--- src/rtl/cnc_pkg.sv ---
package cnc_pkg;

    localparam int unsigned CharWidth  = 8;
    localparam int unsigned CountWidth = 5;
    localparam int unsigned DigitWidth = 4;
    localparam int unsigned CfgAddrWidth = 2;

    localparam logic [CountWidth-1:0] CountMax     = 5'd31;
    localparam logic [CountWidth-1:0] MinLengthRst = 5'd13;
    localparam logic [CountWidth-1:0] MaxLengthRst = 5'd19;

    localparam logic [CharWidth-1:0] CharSpace = 8'h20;
    localparam logic [CharWidth-1:0] CharTab   = 8'h09;
    localparam logic [CharWidth-1:0] CharCr    = 8'h0D;
    localparam logic [CharWidth-1:0] CharZero  = 8'h30;
    localparam logic [CharWidth-1:0] CharNine  = 8'h39;

    localparam logic [DigitWidth-1:0] DigitThree = 4'd3;
    localparam logic [DigitWidth-1:0] DigitFour  = 4'd4;
    localparam logic [DigitWidth-1:0] DigitFive  = 4'd5;
    localparam logic [DigitWidth-1:0] DigitSix   = 4'd6;
    localparam logic [DigitWidth-1:0] DigitSeven = 4'd7;

    localparam logic [CfgAddrWidth-1:0] RegMinLength = 2'd0;
    localparam logic [CfgAddrWidth-1:0] RegMaxLength = 2'd1;

    typedef enum logic [1:0] {
        STATUS_VALID      = 2'd0,
        STATUS_BAD_CHAR   = 2'd1,
        STATUS_BAD_LENGTH = 2'd2,
        STATUS_LUHN_FAIL  = 2'd3
    } status_t;

    typedef enum logic [2:0] {
        CARD_OTHER      = 3'd0,
        CARD_VISA       = 3'd1,
        CARD_MASTERCARD = 3'd2,
        CARD_MAESTRO    = 3'd3,
        CARD_JCB        = 3'd4,
        CARD_AMEX       = 3'd5
    } card_type_t;

    typedef struct packed {
        status_t                 status;
        card_type_t              card_type;
        logic [CountWidth-1:0]   digit_total;
    } result_t;

    function automatic logic is_blank(input logic [CharWidth-1:0] c);
        return (c == CharSpace) || ((c >= CharTab) && (c <= CharCr));
    endfunction

    function automatic logic is_digit(input logic [CharWidth-1:0] c);
        return (c >= CharZero) && (c <= CharNine);
    endfunction

    // sum and addend are both below ten
    function automatic logic [DigitWidth-1:0] add_mod10(input logic [DigitWidth-1:0] s,
                                                       input logic [DigitWidth-1:0] v);
        logic [DigitWidth:0] t;
        t = {1'b0, s} + {1'b0, v};
        return (t >= 5'd10) ? DigitWidth'(t - 5'd10) : DigitWidth'(t);
    endfunction

    function automatic logic [DigitWidth-1:0] doubled(input logic [DigitWidth-1:0] d);
        logic [DigitWidth:0] t;
        t = {d, 1'b0};
        return (t > 5'd9) ? DigitWidth'(t - 5'd9) : DigitWidth'(t);
    endfunction

    function automatic card_type_t classify(input logic [DigitWidth-1:0] first,
                                            input logic [DigitWidth-1:0] second);
        card_type_t ct;
        unique case (first)
            DigitThree: begin
                ct = ((second == DigitFour) || (second == DigitSeven)) ? CARD_AMEX : CARD_JCB;
            end
            DigitFour:  ct = CARD_VISA;
            DigitFive:  ct = CARD_MASTERCARD;
            DigitSix:   ct = CARD_MAESTRO;
            default:    ct = CARD_OTHER;
        endcase
        return ct;
    endfunction

endpackage

--- src/rtl/cnc_number_acc.sv ---
module cnc_number_acc
    import cnc_pkg::*;
(
    input  logic                  aclk,
    input  logic                  aresetn,
    input  logic                  take,
    input  logic [CharWidth-1:0]  char_code,
    input  logic                  last_char,
    input  logic [CountWidth-1:0] min_length,
    input  logic [CountWidth-1:0] max_length,
    output result_t               res
);

    logic [CountWidth-1:0] count_reg,  count_next;
    logic [DigitWidth-1:0] even_reg,   even_next;
    logic [DigitWidth-1:0] odd_reg,    odd_next;
    logic                  bad_reg,    bad_next;
    logic                  ovf_reg,    ovf_next;
    logic [DigitWidth-1:0] first_reg,  first_next;
    logic [DigitWidth-1:0] second_reg, second_next;

    logic [DigitWidth-1:0] digit;
    logic [DigitWidth-1:0] dbl;
    logic [DigitWidth-1:0] luhn;

    assign digit = DigitWidth'(char_code - CharZero);
    assign dbl   = doubled(digit);

    // updated number state for the item in hand
    always_comb begin
        count_next  = count_reg;
        even_next   = even_reg;
        odd_next    = odd_reg;
        bad_next    = bad_reg;
        ovf_next    = ovf_reg;
        first_next  = first_reg;
        second_next = second_reg;
        if (!is_blank(char_code)) begin
            if (!is_digit(char_code)) begin
                bad_next = 1'b1;
            end else if (count_reg == CountMax) begin
                ovf_next = 1'b1;
            end else begin
                if (count_reg == 5'd0) begin
                    first_next = digit;
                end
                if (count_reg == 5'd1) begin
                    second_next = digit;
                end
                if (count_reg[0]) begin
                    even_next = add_mod10(even_reg, dbl);
                    odd_next  = add_mod10(odd_reg, digit);
                end else begin
                    even_next = add_mod10(even_reg, digit);
                    odd_next  = add_mod10(odd_reg, dbl);
                end
                count_next = count_reg + 5'd1;
            end
        end
    end

    // rightmost digit is plain in the sum matching its position parity
    assign luhn = count_next[0] ? even_next : odd_next;

    always_comb begin
        if (bad_next) begin
            res.status = STATUS_BAD_CHAR;
        end else if (ovf_next || (count_next < min_length) || (count_next > max_length)) begin
            res.status = STATUS_BAD_LENGTH;
        end else if (luhn != 4'd0) begin
            res.status = STATUS_LUHN_FAIL;
        end else begin
            res.status = STATUS_VALID;
        end
        res.card_type   = classify(first_next, second_next);
        res.digit_total = count_next;
    end

    always_ff @(posedge aclk) begin
        if (!aresetn || (take && last_char)) begin
            count_reg  <= '0;
            even_reg   <= '0;
            odd_reg    <= '0;
            bad_reg    <= 1'b0;
            ovf_reg    <= 1'b0;
            first_reg  <= '0;
            second_reg <= '0;
        end else if (take) begin
            count_reg  <= count_next;
            even_reg   <= even_next;
            odd_reg    <= odd_next;
            bad_reg    <= bad_next;
            ovf_reg    <= ovf_next;
            first_reg  <= first_next;
            second_reg <= second_next;
        end
    end

endmodule

--- src/rtl/card_number_check_classify_unit.sv ---
// Card number check and classify unit.
// Input channel (s_): one ASCII character per item, s_last_char marking the
// final character of a card number. Blanks are skipped, digits feed two
// running Luhn sums, anything else flags the number as bad.
// Result channel (m_): one item per card number, produced by the final
// character: status, card type from the leading digits, and digit count.
// Config port: cfg_wr_en/cfg_addr/cfg_wdata write min_length (0) and
// max_length (1); other indices are ignored. Write only while idle.
// Path: the accepting edge loads the input register with the character; the
// result register loads the final character's result when the character
// is taken from the input register, which a waiting result can delay.
// Throughput: one character per cycle while no final character is held;
// the running state updates from each character taken from the input register.
// Reset (aresetn low, synchronous): both registers empty, number state
// cleared, bounds back to 13 and 19.
// Stall: while a result waits on m_ready, non-final characters still flow
// through; a final character holds in the input register, and s_ready
// drops once that register cannot drain.
module card_number_check_classify_unit
    import cnc_pkg::*;
(
    input  logic                    aclk,
    input  logic                    aresetn,
    // configuration
    input  logic                    cfg_wr_en,
    input  logic [CfgAddrWidth-1:0] cfg_addr,
    input  logic [CountWidth-1:0]   cfg_wdata,
    // input items
    input  logic                    s_valid,
    output logic                    s_ready,
    input  logic [CharWidth-1:0]    s_char_code,
    input  logic                    s_last_char,
    // result items
    output logic                    m_valid,
    input  logic                    m_ready,
    output logic [1:0]              m_status,
    output logic [2:0]              m_card_type,
    output logic [CountWidth-1:0]   m_digit_total
);

    logic [CountWidth-1:0] min_length_reg;
    logic [CountWidth-1:0] max_length_reg;

    // input register
    logic                 in_valid_reg;
    logic [CharWidth-1:0] in_char_reg;
    logic                 in_last_reg;

    // result register
    logic                 out_valid_reg;
    result_t              out_reg;

    logic    out_free;
    logic    take;
    result_t res;

    // a final character needs the result slot; others drain freely
    assign out_free = !out_valid_reg || m_ready;
    assign take     = in_valid_reg && (!in_last_reg || out_free);
    assign s_ready  = !in_valid_reg || take;

    always_ff @(posedge aclk) begin
        if (!aresetn) begin
            min_length_reg <= MinLengthRst;
            max_length_reg <= MaxLengthRst;
        end else if (cfg_wr_en) begin
            unique case (cfg_addr)
                RegMinLength: min_length_reg <= cfg_wdata;
                RegMaxLength: max_length_reg <= cfg_wdata;
                default: ;
            endcase
        end
    end

    always_ff @(posedge aclk) begin
        if (!aresetn) begin
            in_valid_reg <= 1'b0;
        end else if (s_ready) begin
            in_valid_reg <= s_valid;
        end
    end

    always_ff @(posedge aclk) begin
        if (s_ready && s_valid) begin
            in_char_reg <= s_char_code;
            in_last_reg <= s_last_char;
        end
    end

    cnc_number_acc u_acc (
        .aclk       (aclk),
        .aresetn    (aresetn),
        .take       (take),
        .char_code  (in_char_reg),
        .last_char  (in_last_reg),
        .min_length (min_length_reg),
        .max_length (max_length_reg),
        .res        (res)
    );

    always_ff @(posedge aclk) begin
        if (!aresetn) begin
            out_valid_reg <= 1'b0;
        end else if (take && in_last_reg) begin
            out_valid_reg <= 1'b1;
        end else if (m_ready) begin
            out_valid_reg <= 1'b0;
        end
    end

    always_ff @(posedge aclk) begin
        if (take && in_last_reg) begin
            out_reg <= res;
        end
    end

    assign m_valid       = out_valid_reg;
    assign m_status      = out_reg.status;
    assign m_card_type   = out_reg.card_type;
    assign m_digit_total = out_reg.digit_total;

endmodule
--- config.mk ---
export PLATFORM = sky130hd
export DESIGN_NAME = card_number_check_classify_unit
export DESIGN_NICKNAME = d
export VERILOG_FILES = /design/src/rtl/cnc_pkg.sv /design/src/rtl/cnc_number_acc.sv /design/src/rtl/card_number_check_classify_unit.sv
export SDC_FILE = /design/constraint.sdc
export NUM_CORES = 1
export LEC_CHECK = 0
export BUFFER_PORTS_ARGS = -buffer_cell sky130_fd_sc_hd__buf_4
export CORE_MARGIN = 3
export CORE_UTILIZATION = 47
export CTS_CLUSTER_DIAMETER = 50
export CTS_CLUSTER_SIZE = 20
export DETAILED_ROUTE_END_ITERATION = 10
export PLACE_DENSITY = 0.66
export SKIP_LAST_GASP = 1
export SYNTH_ARGS = -nofsm -noshare
export SYNTH_HDL_FRONTEND = slang
export SYNTH_SLANG_ARGS = --single-unit
export TNS_END_PERCENT = 5
--- constraint.sdc ---
create_clock -name aclk -period 8.1 [get_ports aclk]
set_clock_uncertainty 0.05 [all_clocks]
set_input_delay 0.81 -clock aclk [delete_from_list [all_inputs] [get_ports aclk]]
set_output_delay 0.81 -clock aclk [all_outputs]
set_load 0.01 [all_outputs]
Yosys cells after proc, flatten, opt, wreduce, memory -nomap -nowiden
Index checks and enable logic that the tools add are counted.
W data, S select, Z words.

storage, ports and cells
  output and inout port bits = 12
  register bits after elaboration = 54
  logic and storage cells = 107
  input bits = 21

operators by class
  reductions and logical operators = 23
  add/subtract/negate cells = 11
  multiplexer cells = 36
  eq/ne operators = 10
  $lt $le $gt $ge = 11

operators with widths
  operator               count
  $mux W4                22
  $add A4 B4 Y5          4
  $eq A4 B3 Y1 const B   5
  $ge A5 B4 Y1 const B   4
  $sub A4 B4 Y4 const B  5
  $mux W5                3
  $pmux W3 S4            1
  $eq A8 B6 Y1 const B   1
  $ge A8 B4 Y1 const B   1
  $ge A8 B6 Y1 const B   1
  $le A8 B4 Y1 const B   1
  $le A8 B6 Y1 const B   1
  $logic_or A1 B1 Y1     8
  $mux W1                8
  $add A5 B1 Y5 const B  1
  $eq A5 B1 Y1 const B   1
  $eq A5 B5 Y1 const B   1
  $gt A5 B4 Y1 const B   1
  $gt A5 B5 Y1           1
  $logic_and A1 B1 Y1    5
  $logic_not A5 Y1       1
  $lt A5 B5 Y1           1
  $eq A4 B2 Y1 const B   1
  $logic_not A1 Y1       4
  7 further kinds        9

Longest topological paths before layout
Gate-level depths: netlist (run 1).

  depth after elaboration = 14
  depth in mapped cells = 19
  gate-level depth less buffers = 18

Hierarchy
A second synthesis (run 1) with hierarchy kept.

unflattened totals
  cells, all modules = 405
  area, all modules = 3642.2 um2

by module, submodules not included
  module                           instances  cells each  seq. area each (um2)  area an instance (um2)
  cnc_number_acc                   1          330         460.4                 2527.4
  card_number_check_classify_unit  1          75          810.8                 1114.8

Worst setup path before layout (run 1)
OpenSTA, ideal clock, no wires.

  path type = reg2reg
  start = register in_char_reg[1]
  end = register out_reg (netlist bit m_status[1]) (data pin)
  period minus slack after synthesis = 4116 ps
  data required time = 7771 ps
  arrival = 3786 ps
  stages on the path, launching flop included = 17
  setup time = 279 ps
  path buffers = 0
  slack = 3984 ps
  cell sequence = edfxtp_1 > inv_1 > ha_1 > inv_1 > a21oi_1 > xnor2_1 > inv_1 > fa_1 > xor2_1 > ha_1 > a21boi_1 > nor3_1 > a2111oi_2 > xnor2_1 > nor2_1 > o32ai_1 > a31oi_1

between the ends
  longest elaborated chain between the ends = 14
  elaborated cells on any way between the ends = 50
  those cells by class = 10 x add/sub; 11 x order compare; 1 x eq/ne; 22 x mux; 6 x reduce/logical

RTL lines
  element                                               line                                    RTL
  from (decl)                                           card_number_check_classify_unit.sv:46   logic [CharWidth-1:0] in_char_reg;
  from (signal assigned)                                card_number_check_classify_unit.sv:85   in_char_reg <= s_char_code;
  $sub A4 B1 Y4                                         cnc_number_acc.sv:26                    assign digit = DigitWidth'(char_code - CharZero);
  $sub A4 B4 Y4 / $gt A5 B4 Y1 (equally long branches)  cnc_pkg.sv:68                           return (t > 5'd9) ? DigitWidth'(t - 5'd9) : DigitWidth'(t);
  $mux W4                                               cnc_pkg.sv:68
  $add A4 B4 Y5                                         cnc_pkg.sv:61                           t = {1'b0, s} + {1'b0, v};
  $sub A4 B4 Y4 / $ge A5 B4 Y1 (equally long branches)  cnc_pkg.sv:62                           return (t >= 5'd10) ? DigitWidth'(t - 5'd10) : DigitWidth'(t);
  $mux W4                                               cnc_pkg.sv:62
  $mux W4                                               cnc_number_acc.sv:50                    if (count_reg[0]) begin
  $mux W4                                               cnc_number_acc.sv:41                    end else if (count_reg == CountMax) begin
  $mux W4                                               cnc_number_acc.sv:39                    if (!is_digit(char_code)) begin
  $mux W4                                               cnc_number_acc.sv:38                    if (!is_blank(char_code)) begin
  $mux W4                                               cnc_number_acc.sv:63                    assign luhn = count_next[0] ? even_next : odd_next;
  $reduce_bool A4 Y1                                    cnc_number_acc.sv:70                    end else if (luhn != 4'd0) begin
  $mux W2                                               cnc_number_acc.sv:70
  $mux W2                                               cnc_number_acc.sv:68                    end else if (ovf_next || (count_next < min_length) || (count_next > max_length)) begin
  to (signal assigned)                                  card_number_check_classify_unit.sv:113  out_reg <= res;
  to (decl)                                             card_number_check_classify_unit.sv:51   result_t out_reg;

Several ways; a longest one is shown, not always the timed one.
A chain may end at the register's enable or synchronous reset.

Worst setup path in the final report (run 1)
Same ends and word-level chain as after synthesis.

==> impl_metrics.json, run 1 <==
{
  "status": "completed",
  "postCtsSetupBuffers": 0,
  "yosys_warnings": 0,
  "peakVddDrop_mv": 0.0860,
  "critPathLaunchType": "register",
  "worstPathRequired_ns": 8.08,
  "period_share_pct": 57.9,
  "synth_ff_type": "dfxtp_1",
  "synth_top_area_cell": "dfxtp_1",
  "layout_commonest_cell": "nand2_1",
  "synth_area_mm2": 0.00367,
  "hold_viol": 0,
  "pin_count": 33,
  "wl_um": 8320,
  "drc": 0,
  "path_class": "reg2reg",
  "synthCells": 409,
  "final_nets": 495,
  "die_area_mm2": 0.00890,
  "ff_latch_area_mm2": 0.00127,
  "fmax_mhz": 213,
  "grt_pass1_vias": 2930,
  "final_max_slew_viol_count": 0,
  "cts-root-buf": "clkbuf_8",
  "ctsHoldBuffers": 0,
  "grt_overflow": 0,
  "cts_tree": "built",
  "fin_hold_ws_ns": 0.430,
  "clock_latency_ns": 0.30,
  "cp_max_fo": 7,
  "antenna_found_initial": 0,
  "slew_headroom_pct": 31.2,
  "grt_usage_pct": 19.7,
  "finalSetupTns_ns": 0,
  "synth-edff-count": 19,
  "syn_nets": 468,
  "synth_top_area_share_pct": 19.1,
  "dp_cells": 528,
  "die_x_um": 94.3,
  "synth_area_leaders": "dfxtp_1 (19%), edfxtp_1 (16%), ha_1 (12%), a21oi_1 (4.0%), mux2i_1 (3.8%)",
  "io_buffers": 32,
  "finalSetupViolations": 0,
  "syn2layout_area_growth_pct": 11.5,
  "gp_congestion": 0.893,
  "wl_per_cell_um": 15.5,
  "multiInputGateArea_mm2": 0.00223,
  "fp-row-count": 31,
  "synth-seq-cells": 54,
  "rsz0062_at_grt": "false",
  "ys_async_sr_fraction_pct": 0,
  "via_per_inst": 5.71,
  "drt_pass1_iterations": 5,
  "antenna_left": 0,
  "hold_path_class": "reg2reg",
  "largest_reg_flops": 8,
  "clkTransAtPathRegs_ns": 0.10,
  "ctsLongestPathBuffers": 2,
  "cts_sinks": 54,
  "fillers": 687,
  "cts_resized": 0,
  "core_mm2": 0.00741,
  "grt_max_degree": 23,
  "vias": 3059,
  "stdcell_count": 536,
  "h-tree-depth": 2,
  "dp_hpwl_um": 6500,
  "end_kind": "register",
  "layout-drive-gt1-share_pct": 12.1,
  "syn-mean-instance-area_um2": 8.97,
  "r2r_setup_slack_ns": 3.41,
  "fin_crit_ns": 4.69,
  "p_leak_uw": 0.00167,
  "chipHeight_um": 94.3,
  "cap_viol_max_count": 0,
  "worstPathArrival_ns": 4.68,
  "tightest_slew_ns": 1.03,
  "layout_common_cells": "nand2_1 (37), nor2_1 (36), dfxtp_1 (35), ha_1 (34), buf_4 (32)",
  "grt_pass1_wl_um": 14000,
  "drtIter0Drc": 238,
  "start_util_pct": 49.5,
  "yosysSeqAreaShare_pct": 34.7,
  "numCtsBuffers": 5,
  "p_per_area_mw_per_mm2": 137,
  "synth.distinct_cells": 66,
  "antenna_cells": 0
}
-- routing by layer --
layer / wire length [um] / GRT usage [%] / vias to the layer above
li1: - / - / 1532
met1: 3810 / 26.6 / 1427
met2: 4010 / 33.1 / 88
met3: 431 / 3.51 / 12
met4: 70 / 3.97 / 0
met5: 0 / 0 / -
-- worst paths after layout --
| check | from | to | depth (start not counted) |
|---|---|---|---|
| max | in_char_reg[1] | m_status[1] | 16 |
| min | u_acc.ovf_reg | u_acc.ovf_reg | 2 |
| max reg2reg | in_char_reg[1] | m_status[1] | 16 |
| min reg2reg | u_acc.ovf_reg | u_acc.ovf_reg | 2 |
-- worst max-delay path, stage by stage (launching register included) --
cell	delay [ns]
edfxtp_1	0.52
inv_1	0.24
ha_1	0.33
inv_1	0.06
a21oi_1	0.29
xnor2_1	0.22
inv_1	0.15
fa_1	0.45
xor2_1	0.25
ha_1	0.29
a21boi_1	0.25
nor3_1	0.09
a2111oi_2	0.47
xnor2_1	0.17
nor2_1	0.07
o32ai_1	0.38
a31oi_1	0.14
-- metrics by stage --
stage	util [%]	setup WS, ns	power [uW]	cell area [um2]
5_1_grt	55.2	3.01	589	4090
2_1_floorplan	-	3.98	364	3670
3_3_place_gp	53.7	3.70	388	3980
6_report	55.2	3.41	561	4090
4_1_cts	55.2	3.42	565	4090
3_5_place_dp	53.7	3.42	390	3980
-- cell type report --
class,instances,area share [%]
timing repair buffer,32,5.88
tap,99,3.03
inverter,31,2.85
sequential,54,31.1
multi-input combinational,312,54.4
clock buffer,8,2.72
-- cell usage after synthesis (8+ instances only) --
| cell | instances |
|---|---|
| inv_1 | 30 |
| clkbuf_1 | 9 |
| a211oi_1 | 8 |
| nand3_1 | 16 |
| nand2_1 | 37 |
| nor3_1 | 8 |
| nor2b_1 | 9 |
| nor2_1 | 36 |
| mux2i_1 | 14 |
| a21oi_1 | 29 |
| edfxtp_1 | 19 |
| ha_1 | 34 |
| dfxtp_1 | 35 |
| o21ai_0 | 14 |
-- logic make-up after synthesis --
kind of cell	share of synthesized area [%]
AND/OR/NAND/NOR	20.3
AO/OA/AOI/OAI	18.5
flip-flops	34.7
buffers and inverters	4.67
adder cells (fa/ha/maj)	13.8
multiplexers	4.74
XOR/XNOR	3.31
-- power breakdown --
| part | switching, uW | internal [uW] |
|---|---|---|
| Sequential | 7.17 | 288 |
| Combinational | 50.8 | 39.1 |
| Clock | 87.5 | 88.5 |
Note: power is estimated with default switching activity, not from simulation.
==> inputs of run 2 (changes only) <==
==> constraint.sdc (replaced) <==
create_clock -name aclk -period 4.45 [get_ports aclk]
set_clock_uncertainty 0.05 [all_clocks]
set_input_delay 0.445 -clock aclk [delete_from_list [all_inputs] [get_ports aclk]]
set_output_delay 0.445 -clock aclk [all_outputs]
set_load 0.01 [all_outputs]
==> impl_metrics.json, run 2 (same netlist as run 1, synthesis figures left out) <==
{
  "netSwitchingPower_uw": 276,
  "layout_commonest_cell": "buf_4",
  "path_class": "reg2reg",
  "worstPathRequired_ns": 4.44,
  "grt_pass1_wl_um": 14100,
  "die_x_um": 94.3,
  "wl_um": 8190,
  "cap_viol_max_count": 0,
  "io_buffers": 32,
  "p_comb_share_pct": 16.8,
  "cp_max_fo": 5,
  "status": "completed",
  "hold_path_class": "in2reg",
  "p_clk_share_pct": 32.6,
  "grt_pass1_vias": 3054,
  "tightest_slew_ns": 0.994,
  "layout_common_cells": "buf_4 (43), nand2_1 (37), nor2_1 (36), dfxtp_1 (35), ha_1 (34)",
  "internal_power_uw": 771,
  "ctsHoldBuffers": 0,
  "peakVddDrop_mv": 0.156,
  "clock_latency_ns": 0.31,
  "wl_per_cell_um": 15.0,
  "numCtsBuffers": 5,
  "dpl_cell_area_mm2": 0.00406,
  "slew_headroom_pct": 33.4,
  "final_nets": 506,
  "holdPathStages": 1,
  "chipHeight_um": 94.3,
  "drtIter0Drc": 178,
  "switching_share_pct": 26.4,
  "period_share_pct": 90.5,
  "antenna_left": 0,
  "antenna_found_initial": 0,
  "final_area_mm2": 0.00418,
  "largest_reg_flops": 8,
  "start_util_pct": 49.5,
  "final_max_slew_viol_count": 0,
  "vias": 3017,
  "power_uw": 1050,
  "pin_count": 33,
  "slowest_delay_ns": 0.45,
  "cts-root-buf": "clkbuf_8",
  "cts_sinks": 54,
  "p_per_area_mw_per_mm2": 251,
  "die_area_mm2": 0.00890,
  "crit_top_cell": "inv_1",
  "gp_congestion": 0.890,
  "core_mm2": 0.00741,
  "clkTransAtPathRegs_ns": 0.10,
  "grt_max_degree": 23,
  "r2r_setup_slack_ns": 0.42,
  "rsz0062_at_grt": "false",
  "layout-drive-gt1-share_pct": 14.7,
  "h-tree-depth": 2,
  "worst-r2r-cell-count": 16,
  "grt_usage_pct": 19.8,
  "syn2layout_area_growth_pct": 13.9,
  "worstPathCellList": "inv_1 > ha_1 > inv_1 > a21oi_2 > xnor2_1 > inv_1 > fa_1 > xor2_1 > ha_1 > a21boi_1 > a211oi_1 > a2111oi_2 > xnor2_1 > nor2_1 > o32ai_1 > a31oi_1",
  "grt_overflow": 0,
  "seq_power_share_pct": 50.6,
  "p_leak_uw": 0.00173,
  "fin_crit_ns": 4.03,
  "antenna_cells": 0,
  "end_kind": "register",
  "fmax_mhz": 248,
  "drt_pass1_iterations": 4,
  "ctsLongestPathBuffers": 2,
  "drc": 0,
  "cts_tree": "built",
  "cp_slowest_cell": "a2111oi_2",
  "finalSetupViolations": 0,
  "worstPathArrival_ns": 4.02,
  "fp-row-count": 31,
  "via_per_inst": 5.52,
  "critPathLaunchType": "register",
  "dp_hpwl_um": 6390,
  "hold_viol": 0,
  "finalSetupTns_ns": 0
}
## run 2: cell types whose count changed in the layout (fill, tap and decap cells not counted)
cell and delta:
a21oi_1 -1, a21oi_2 +1, buf_4 +11, bufinv_16 +1, clkbuf_1 -1, clkbuf_16 -1
clkbuf_8 -1, inv_6 +2
## run 2: final cells by class
cell class | instances | area, um2
clock inverter | 3 | 47.5
inverter | 31 | 116
tap | 99 | 124
multi-input combinational | 312 | 2230
timing repair buffer | 43 | 323
clock buffer | 5 | 68.8
fill | 670 | 3230
sequential | 54 | 1270
## run 2: worst max-delay path: cells and delay by family, from the launching register on
family	cells	cell delay, ns
AOI/OAI and AO/OA	6	1.46
xor gates and xnor gates	3	0.62
adders and majority gates	3	0.88
buffers and inverters	3	0.28
DFF	1	0.40
and+or+nand+nor	1	0.08
## run 2: timing repair
item / 4_1_cts / 5_1_grt
buffers inserted: 0 / 0
endpoints found under the hold margin: 0 / 0
resized for setup: 0 / 1
setup endpoints to repair: 0 / 3
## run 2: layer usage
layer,track usage [%],vias to the layer above,wire length (um)
li1,-,1566,-
met1,26.7,1359,3820
met2,33.3,82,3740
met3,3.11,10,520
met4,5.05,0,104
met5,0,-,0
## run 2: metrics by stage
step	instances	hold slack, ns	util (%)	setup WS (ns)
after floorplan	409	0.382	-	0.334
after global placement	539	0.392	54.8	0.458
after detailed placement	539	0.410	54.8	0.307
after CTS	547	0.251	56.4	0.273
after global routing	547	0.235	56.4	0.0113
final	547	0.254	56.4	0.421
## run 2: final timing paths
check | end | startpoint
setup / recovery | m_status[1] | in_char_reg[0]
hold / removal | in_char_reg[6] | s_char_code[6]
setup reg to reg | m_status[1] | in_char_reg[0]
hold reg to reg | u_acc.first_reg[1] | u_acc.first_reg[1]
## run 2: power groups by stage
stage               logic [uW]  registers, uW  clock network (uW)
floorplan                  119            543                   0
global placement           170            541                   0
detailed placement         175            542                   0
CTS                        176            530                 350
global route               200            532                 374
finish                     176            530                 341
